$ cat config.mk
export PLATFORM = sky130hd
export DESIGN_NAME = qr_version_info_nearest_decode
export DESIGN_NICKNAME = d
export VERILOG_FILES = /design/src/hdl/qrvi_pkg.sv /design/src/hdl/qrvi_cell.sv /design/src/hdl/qrvi_out_buf.sv /design/src/hdl/qr_version_info_nearest_decode.sv
export SDC_FILE = /design/constraint.sdc
export NUM_CORES = 2
export LEC_CHECK = 0
export ABC_CLOCK_PERIOD_IN_PS = 28900
export BUFFER_PORTS_ARGS = -buffer_cell sky130_fd_sc_hd__buf_2
export CORE_AREA = 2 2 289 291
export DETAILED_ROUTE_END_ITERATION = 12
export DIE_AREA = 0 0 291 293
export PLACE_DENSITY = 0.81
export SLEW_MARGIN = 5
export SYNTH_ARGS = -nofsm -noshare
export SYNTH_HDL_FRONTEND = slang
export SYNTH_SLANG_ARGS = --single-unit
$ cat constraint.sdc
create_clock -name i_clk -period 28.9 [get_ports i_clk]
set_clock_uncertainty 0.1 [all_clocks]
set_input_delay 5.78 -clock i_clk [delete_from_list [all_inputs] [get_ports i_clk]]
set_output_delay 5.78 -clock i_clk [all_outputs]
set_load 0.03 [all_outputs]
$ cat src/hdl/qrvi_pkg.sv
// Shared types, constants and codeword functions for the QR version-info decoder.
package qrvi_pkg;

    // Code geometry: 34 codewords of 18 bits, versions 7 to 40.
    localparam int VI_COUNT     = 34;
    localparam int VI_BITS      = 18;
    localparam int VI_FIRST     = 7;
    localparam int VER_W        = 6;
    localparam int DIST_W       = 5;
    localparam int MAXERR_W     = 4;
    localparam int S_TDATA_W    = 24;
    localparam int M_TDATA_W    = 16;

    // BCH(18,6) generator polynomial, aligned to the word width.
    localparam logic [VI_BITS-1:0] VI_GEN = 18'h01F25;

    // Reset value of the distance limit.
    localparam logic [MAXERR_W-1:0] MAX_ERRORS_RST = 4'd3;

    // Start distance that any real distance beats.
    localparam logic [DIST_W-1:0] DIST_NONE = DIST_W'(VI_BITS + 1);

    // Running result that travels down the chain next to the sampled word.
    typedef struct packed {
        logic [VI_BITS-1:0] word;
        logic [VER_W-1:0]   version;
        logic [DIST_W-1:0]  distance;
    } t_link;

    // Result that waits at the output.
    typedef struct packed {
        logic               found;
        logic [VER_W-1:0]   version;
        logic [DIST_W-1:0]  distance;
    } t_result;

    // Builds the 18-bit codeword: version on top, BCH remainder below.
    function automatic logic [VI_BITS-1:0] vi_codeword(input logic [VER_W-1:0] ver);
        logic [VI_BITS-1:0] rem;
        rem = {ver, 12'h000};
        for (int b = VI_BITS - 1; b >= 12; b--) begin
            if (rem[b]) begin
                rem = rem ^ (VI_GEN << (b - 12));
            end
        end
        return {ver, rem[11:0]};
    endfunction

    // Counts set bits of an 18-bit difference word.
    function automatic logic [DIST_W-1:0] vi_popcount(input logic [VI_BITS-1:0] x);
        logic [DIST_W-1:0] n;
        n = '0;
        for (int i = 0; i < VI_BITS; i++) begin
            n = n + DIST_W'(x[i]);
        end
        return n;
    endfunction

endpackage

$ cat src/hdl/qrvi_cell.sv
// One compare cell: matches the word against a single fixed codeword.
module qrvi_cell #(
    parameter int VERSION = 7
) (
    input  logic           i_clk,
    input  logic           i_rst_n,
    input  logic           i_en,
    input  logic           i_valid,
    input  qrvi_pkg::t_link i_link,
    output logic           o_valid,
    output qrvi_pkg::t_link o_link
);
    import qrvi_pkg::*;

    localparam logic [VER_W-1:0]   CODE_VER = VER_W'(VERSION);
    localparam logic [VI_BITS-1:0] CODE     = vi_codeword(CODE_VER);

    logic              r_valid;
    t_link             r_link;
    t_link             n_link;
    logic [DIST_W-1:0] distance;

    // Distance to this cell's codeword; a strictly smaller one takes over.
    always_comb begin
        distance = vi_popcount(i_link.word ^ CODE);
        n_link   = i_link;
        if (distance < i_link.distance) begin
            n_link.version  = CODE_VER;
            n_link.distance = distance;
        end
    end

    // Valid flag of the stage.
    always_ff @(posedge i_clk) begin
        if (!i_rst_n) begin
            r_valid <= 1'b0;
        end else if (i_en) begin
            r_valid <= i_valid;
        end
    end

    // Payload of the stage.
    always_ff @(posedge i_clk) begin
        if (i_en) begin
            r_link <= n_link;
        end
    end

    assign o_valid = r_valid;
    assign o_link  = r_link;

endmodule

$ cat src/hdl/qrvi_out_buf.sv
// Two-entry output buffer that lets the cell chain run while a result waits.
module qrvi_out_buf (
    input  logic              i_clk,
    input  logic              i_rst_n,
    input  logic              i_push,
    input  qrvi_pkg::t_result i_result,
    output logic              o_full,
    output logic              o_valid,
    input  logic              i_ready,
    output qrvi_pkg::t_result o_result
);
    import qrvi_pkg::*;

    logic    r_main_valid;
    logic    r_skid_valid;
    t_result r_main;
    t_result r_skid;
    logic    pop;

    assign pop = r_main_valid && i_ready;

    // Occupancy of the two entries.
    always_ff @(posedge i_clk) begin
        if (!i_rst_n) begin
            r_main_valid <= 1'b0;
            r_skid_valid <= 1'b0;
        end else if (r_skid_valid) begin
            if (pop) begin
                r_skid_valid <= 1'b0;
            end
        end else if (i_push) begin
            if (r_main_valid && !pop) begin
                r_skid_valid <= 1'b1;
            end else begin
                r_main_valid <= 1'b1;
            end
        end else if (pop) begin
            r_main_valid <= 1'b0;
        end
    end

    // Data of the two entries.
    always_ff @(posedge i_clk) begin
        if (r_skid_valid) begin
            if (pop) begin
                r_main <= r_skid;
            end
        end else if (i_push) begin
            if (r_main_valid && !pop) begin
                r_skid <= i_result;
            end else begin
                r_main <= i_result;
            end
        end
    end

    assign o_full   = r_skid_valid;
    assign o_valid  = r_main_valid;
    assign o_result = r_main;

endmodule

$ cat src/hdl/qr_version_info_nearest_decode.sv
// Top level of the QR version-information nearest-codeword decoder.
//
// Each request on the slave stream carries one sampled 18-bit version word. The word
// walks down a row of 34 compare cells, one per version 7 to 40, one cell per cycle
// while s_tready is high; each cell counts the bits that differ from its fixed codeword
// and keeps the first nearest codeword seen so far. One word is accepted every cycle
// while s_tready is high, and a result leaves the output buffer when the master side
// is ready. The found flag compares the distance with max_errors (reset 3), written
// through the cfg channel; the user must write it only while no word is in flight, which
// the block does not enforce. A two-entry output buffer holds results while the master
// side stalls; s_tready drops only when both entries are full.
module qr_version_info_nearest_decode (
    input  logic        i_clk,
    input  logic        i_rst_n,
    // Slave stream: [17:0] version_word, rest zero.
    input  logic        s_tvalid,
    output logic        s_tready,
    input  logic [qrvi_pkg::S_TDATA_W-1:0] s_tdata,
    // Master stream: [5:0] version, [10:6] bit_distance, rest zero.
    output logic        m_tvalid,
    input  logic        m_tready,
    output logic [qrvi_pkg::M_TDATA_W-1:0] m_tdata,
    // Master stream user: [0] found.
    output logic        m_tuser,
    // Configuration: [3:0] max_errors.
    input  logic        i_cfg_valid,
    output logic        o_cfg_ready,
    input  logic [qrvi_pkg::MAXERR_W-1:0] i_cfg_data
);
    import qrvi_pkg::*;

    logic [MAXERR_W-1:0] r_max_errors;
    logic                en;
    logic                buf_full;
    logic                chain_valid [VI_COUNT+1];
    t_link               chain_link  [VI_COUNT+1];
    t_result             last_result;
    t_result             out_result;

    // Distance limit register.
    assign o_cfg_ready = 1'b1;
    always_ff @(posedge i_clk) begin
        if (!i_rst_n) begin
            r_max_errors <= MAX_ERRORS_RST;
        end else if (i_cfg_valid) begin
            r_max_errors <= i_cfg_data;
        end
    end

    // The whole chain moves unless the output buffer is full.
    assign en       = !buf_full;
    assign s_tready = en;

    // Chain head: fresh word with no candidate yet.
    assign chain_valid[0]         = s_tvalid;
    assign chain_link[0].word     = s_tdata[VI_BITS-1:0];
    assign chain_link[0].version  = VER_W'(VI_FIRST);
    assign chain_link[0].distance = DIST_NONE;

    // Row of compare cells, one per version.
    for (genvar g = 0; g < VI_COUNT; g++) begin : g_cell
        qrvi_cell #(
            .VERSION (g + VI_FIRST)
        ) u_cell (
            .i_clk   (i_clk),
            .i_rst_n (i_rst_n),
            .i_en    (en),
            .i_valid (chain_valid[g]),
            .i_link  (chain_link[g]),
            .o_valid (chain_valid[g+1]),
            .o_link  (chain_link[g+1])
        );
    end

    // Final verdict against the configured limit.
    always_comb begin
        last_result.found    = ({1'b0, r_max_errors} >= chain_link[VI_COUNT].distance);
        last_result.version  = chain_link[VI_COUNT].version;
        last_result.distance = chain_link[VI_COUNT].distance;
    end

    qrvi_out_buf u_out_buf (
        .i_clk    (i_clk),
        .i_rst_n  (i_rst_n),
        .i_push   (en && chain_valid[VI_COUNT]),
        .i_result (last_result),
        .o_full   (buf_full),
        .o_valid  (m_tvalid),
        .i_ready  (m_tready),
        .o_result (out_result)
    );

    assign m_tdata = {(M_TDATA_W - VER_W - DIST_W)'(0), out_result.distance,
                      out_result.version};
    assign m_tuser = out_result.found;

endmodule

==> summary.md <==
| Metric | Value |
|---|---|
| Detailed-route vias per instance | 5.219 |
| Run status | finished clean |
| Start point of the worst min-delay path | g_cell[28].u_cell.o_link[13] |
| Net count, final | 4512 |
| Insertion delay of the later-clocked pin in the worst-skew pair | 0.67 ns |
| Number of standard cells in the layout, taps in and fillers out | 4917 |
| Post-CTS clock slew at the launch and capture registers of the worst setup and hold paths | 0.06 ns |
| Wire length per cell | 18.53 um |
| Standard-cell rows | 105 |
| Crit Reg-Reg Endpoint | g_cell[30].u_cell.o_link[4] |
| Clock Root Buffer | sky130_fd_sc_hd__clkbuf_16 |
| Synth async-reset ratio | 0% |
| DRC violation count after routing | 0 |
| Chip height | 293 um |
| Critical Setup Path Class | in2reg |
| Signed area change from the synthesized netlist to the final layout | 9.375% |
| Worst hold slack across all endpoints | 0.3337 ns |
| Remaining global-route overflow | 0 |
| Resized Gates After CTS | 0 |
| Count of cell types in the netlist | 41 |
| Full die area | 85260 um^2 |
| Total of flip-flops plus latches after synthesis | 991 |
| Number of buffers inserted by post-CTS setup repair | 0 |
| Setup slack of the most critical reg-to-reg path | 23.18 ns |
| Via count | 25.66k |
| Clock Sinks | 991 |
| Yosys warning count | 0 |
| Sort of element at the end of the critical path | register |
| Post-detail-place hpwl | 66.38 mm |
| Synth Flop Type | sky130_fd_sc_hd__edfxtp_1 |
| Tmin final | 9.217 ns |
| Routability Congestion | 0.8135 |
| Chip width | 291 um |
| Transition at the pin with the smallest max-transition slack | 1.220 ns |
| Total leakage power | 25.57 nW |
| Crit start category | input port |
| Post-CTS Hold Buffers | 0 |
| Hold path depth | 0 |
| Headroom to the max-slew limit | 18.70% |
| Gate count after technology mapping | 3627 |
| Slew Viols, Final | 0 |
| Ratio of total power to cell area | 118.9 nW/um^2 |
| Number of antenna violations at the first check in global routing | 0 |
| Worst Path Arrival | 9.54 ns |
| Final hold violations | 0 |
| Number of DRC markers after the initial detailed-route iteration | 1590 |
| Antenna-violating nets left | 0 |
| TritonCTS clock tree | built |
| I/O Buffers | 40 |
| Number of global-route vias before repair | 28.30k |
| Summed instance area of the synthesized netlist | 52060 um^2 |
| Summed area of non-filler cells in the final layout | 56940 um^2 |
| Hold worst-path end | g_cell[29].u_cell.o_link[13] |
| Share of the clock period used by the worst path after layout | 31.89% |
| Fmax achieved | 108.5 MHz |
| Count of TritonRoute iterations in the first routing pass | 5 |
| Total routing resource utilization after global routing | 22.38% |
| Effective utilization at floorplan | 63.61% |
| Required @ worst endpoint | 29.23 ns |
| Portion of the post-synthesis area used by sequential elements | 56.39% |
| Path class of the lowest-slack min-delay path | reg2reg |
| Post-Syn Area per Cell | 14.35 um^2 |
| Max Cap Violations | 0 |
| Detailed-route wire length | 91.11 mm |
| Number of enable-type register cells in the synthesized netlist | 951 |
| Layout cell share with drive strength beyond 1 | 11.54% |
| VDD IR max | 0.1110 mV |
| Number of cells in the design after placement | 4731 |
| Reg-to-reg critical path startpoint | g_cell[29].u_cell.o_link[11] |
| Instance area after placement | 53580 um^2 |
| H-Tree Level Count | 3 |
| Maximum fanout count along the critical path | 3 |
| Setup TNS | 0 ns |
| Wire length of the first global-routing pass | 146.9 mm |
| Number of cell instances on the worst register-to-register path | 18 |
| Maximum number of pins on one net before global-route repair | 161 |
| Core footprint | 81850 um^2 |
| Max Buffers Root-to-Sink | 3 |
| Ant diodes | 0 |
| RSZ-0062 raised after global routing | no |
| Total clock buffers created by CTS | 102 |
| Num ports | 53 |
| Count of endpoints failing setup in the final report | 0 |
==> where the power goes <==
group          internal [W]  switching [W]
combinational       0.00156        0.00173
sequential          0.00204       0.000124
clock              0.000752       0.000559
total               0.00435        0.00242
==> placed cells by master (no fill, tap or decap), types with 13 or more instances in the layout <==
| master | n |
|---|---|
| sky130_fd_sc_hd__inv_1 | 1066 |
| sky130_fd_sc_hd__edfxtp_1 | 951 |
| sky130_fd_sc_hd__fa_1 | 408 |
| sky130_fd_sc_hd__ha_1 | 306 |
| sky130_fd_sc_hd__mux2_2 | 137 |
| sky130_fd_sc_hd__nor2b_1 | 122 |
| sky130_fd_sc_hd__clkbuf_16 | 103 |
| sky130_fd_sc_hd__a21oi_1 | 70 |
| sky130_fd_sc_hd__mux2i_1 | 70 |
| sky130_fd_sc_hd__xnor2_1 | 66 |
| sky130_fd_sc_hd__or2_2 | 60 |
| sky130_fd_sc_hd__a21o_1 | 54 |
| sky130_fd_sc_hd__buf_2 | 40 |
| sky130_fd_sc_hd__dfxtp_1 | 39 |
| sky130_fd_sc_hd__nand2b_1 | 36 |
| sky130_fd_sc_hd__o21a_1 | 34 |
| sky130_fd_sc_hd__nand2_1 | 30 |
| sky130_fd_sc_hd__o21ai_1 | 26 |
| sky130_fd_sc_hd__clkinv_2 | 21 |
| sky130_fd_sc_hd__and2_1 | 20 |
| sky130_fd_sc_hd__clkbuf_1 | 16 |
| sky130_fd_sc_hd__o211ai_1 | 15 |
| sky130_fd_sc_hd__nor3b_1 | 15 |
| sky130_fd_sc_hd__buf_4 | 15 |
| sky130_fd_sc_hd__clkinv_1 | 13 |
==> worst max-delay path, cell delays in order <==
cell and delay, ns:
sky130_fd_sc_hd__buf_2 0.11, sky130_fd_sc_hd__ha_1 0.28, sky130_fd_sc_hd__inv_1 0.05, sky130_fd_sc_hd__fa_1 0.50, sky130_fd_sc_hd__inv_1 0.07, sky130_fd_sc_hd__fa_1 0.48, sky130_fd_sc_hd__fa_1 0.52, sky130_fd_sc_hd__inv_1 0.05
sky130_fd_sc_hd__fa_1 0.47, sky130_fd_sc_hd__inv_1 0.05, sky130_fd_sc_hd__fa_1 0.39, sky130_fd_sc_hd__inv_1 0.09, sky130_fd_sc_hd__fa_1 0.23, sky130_fd_sc_hd__xor2_1 0.20, sky130_fd_sc_hd__a22oi_1 0.11, sky130_fd_sc_hd__nand2_1 0.10
sky130_fd_sc_hd__nand2b_1 0.06
==> synth_stat cells, types with 7 or more instances <==
library cell               instances  area share (%)
sky130_fd_sc_hd__mux2i_1          70             1.3
sky130_fd_sc_hd__or2_2            60            0.72
sky130_fd_sc_hd__edfxtp_1        951              55
sky130_fd_sc_hd__a21oi_1          70            0.67
sky130_fd_sc_hd__a21o_1           54            0.78
sky130_fd_sc_hd__o21ai_1          26            0.25
sky130_fd_sc_hd__a31oi_1          11            0.13
sky130_fd_sc_hd__ha_1            306             7.4
sky130_fd_sc_hd__nand2b_1         36            0.43
sky130_fd_sc_hd__mux2_2          137             3.0
sky130_fd_sc_hd__o211ai_1         15            0.22
sky130_fd_sc_hd__o21a_1           34            0.49
sky130_fd_sc_hd__nand2_1          30            0.22
sky130_fd_sc_hd__a21oi_4           9            0.28
sky130_fd_sc_hd__a31oi_4           8            0.33
sky130_fd_sc_hd__nor2b_1         122             1.5
sky130_fd_sc_hd__inv_1          1067             7.7
sky130_fd_sc_hd__o21ai_2           7            0.12
sky130_fd_sc_hd__and2_1           20            0.24
sky130_fd_sc_hd__fa_1            408              16
sky130_fd_sc_hd__nor3b_1          15            0.22
sky130_fd_sc_hd__buf_4            16            0.23
sky130_fd_sc_hd__xnor2_1          66             1.1
sky130_fd_sc_hd__dfxtp_1          40             1.5
sky130_fd_sc_hd__and2b_1          10            0.14
==> stage by stage <==
stage / utilization [%] / worst slack [ns] / total power (W)
2_1_floorplan: - / 4.304 / 0.004717
3_3_place_gp: 65.47 / 19.10 / 0.005284
3_5_place_dp: 65.47 / 19.08 / 0.005445
4_1_cts: 69.57 / 19.71 / 0.006826
5_1_grt: 69.57 / 19.54 / 0.007277
6_report: 69.57 / 19.68 / 0.006769
==> registers in the layout, indices dropped and copies added, names as in the netlist <==
signal                 count
g_cell.u_cell.o_link     927
g_cell.u_cell.o_valid     34
u_out_buf.o_result        12
u_out_buf.r_skid          12
r_max_errors               4
u_out_buf.o_full           1
u_out_buf.o_valid          1
==> cell families (layout without fill, tap and decap cells) <==
kind of cell    count (synthesis)  count (layout)  synth area share, %
buf+inv                      1093            1309                8.030
flops                         991             991                56.39
fa+ha+maj                     714             714                23.04
simple gates                  300             300                3.518
compound gates                250             250                3.480
mux                           210             210                4.396
xor+xnor                       67              67                1.127
other cells                     2               6              0.01443
==> metal layers <==
metal  up-vias  part of all wire (%)  track usage (%)
met1     12940                    36            24.87
met5         -                     0                0
met3       221                   3.3            2.988
met4         0                   4.1            8.960
met2       516                    56            43.14
li1      11990                     -                -
==> worst max-delay path by stage <==
stage | start | end | slack, ns | cells past startpoint
6_report | s_tdata[0] | g_cell[0].u_cell.o_link[0] | 19.68 | 17
5_1_grt | s_tdata[0] | g_cell[0].u_cell.o_link[0] | 19.54 | 17
4_1_cts | s_tdata[0] | g_cell[0].u_cell.o_link[0] | 19.71 | 17
3_5_place_dp | s_tdata[0] | g_cell[0].u_cell.o_link[0] | 19.08 | 17
3_3_place_gp | s_tdata[0] | g_cell[0].u_cell.o_link[0] | 19.10 | 17
2_1_floorplan | u_out_buf.o_full | s_tready | 4.30 | 3
==> final cells by class <==
| type | instances | area (um^2) |
|---|---|---|
| sequential | 991 | 29360 |
| fill | 5186 | 24910 |
| multi-input combinational | 1547 | 18540 |
| inverter | 1067 | 4013 |
| clock buffer | 126 | 2716 |
| tap | 1070 | 1339 |
| clock inverter | 60 | 644.4 |
| timing repair buffer | 56 | 332.8 |
(Power assumes the default switching activity.)
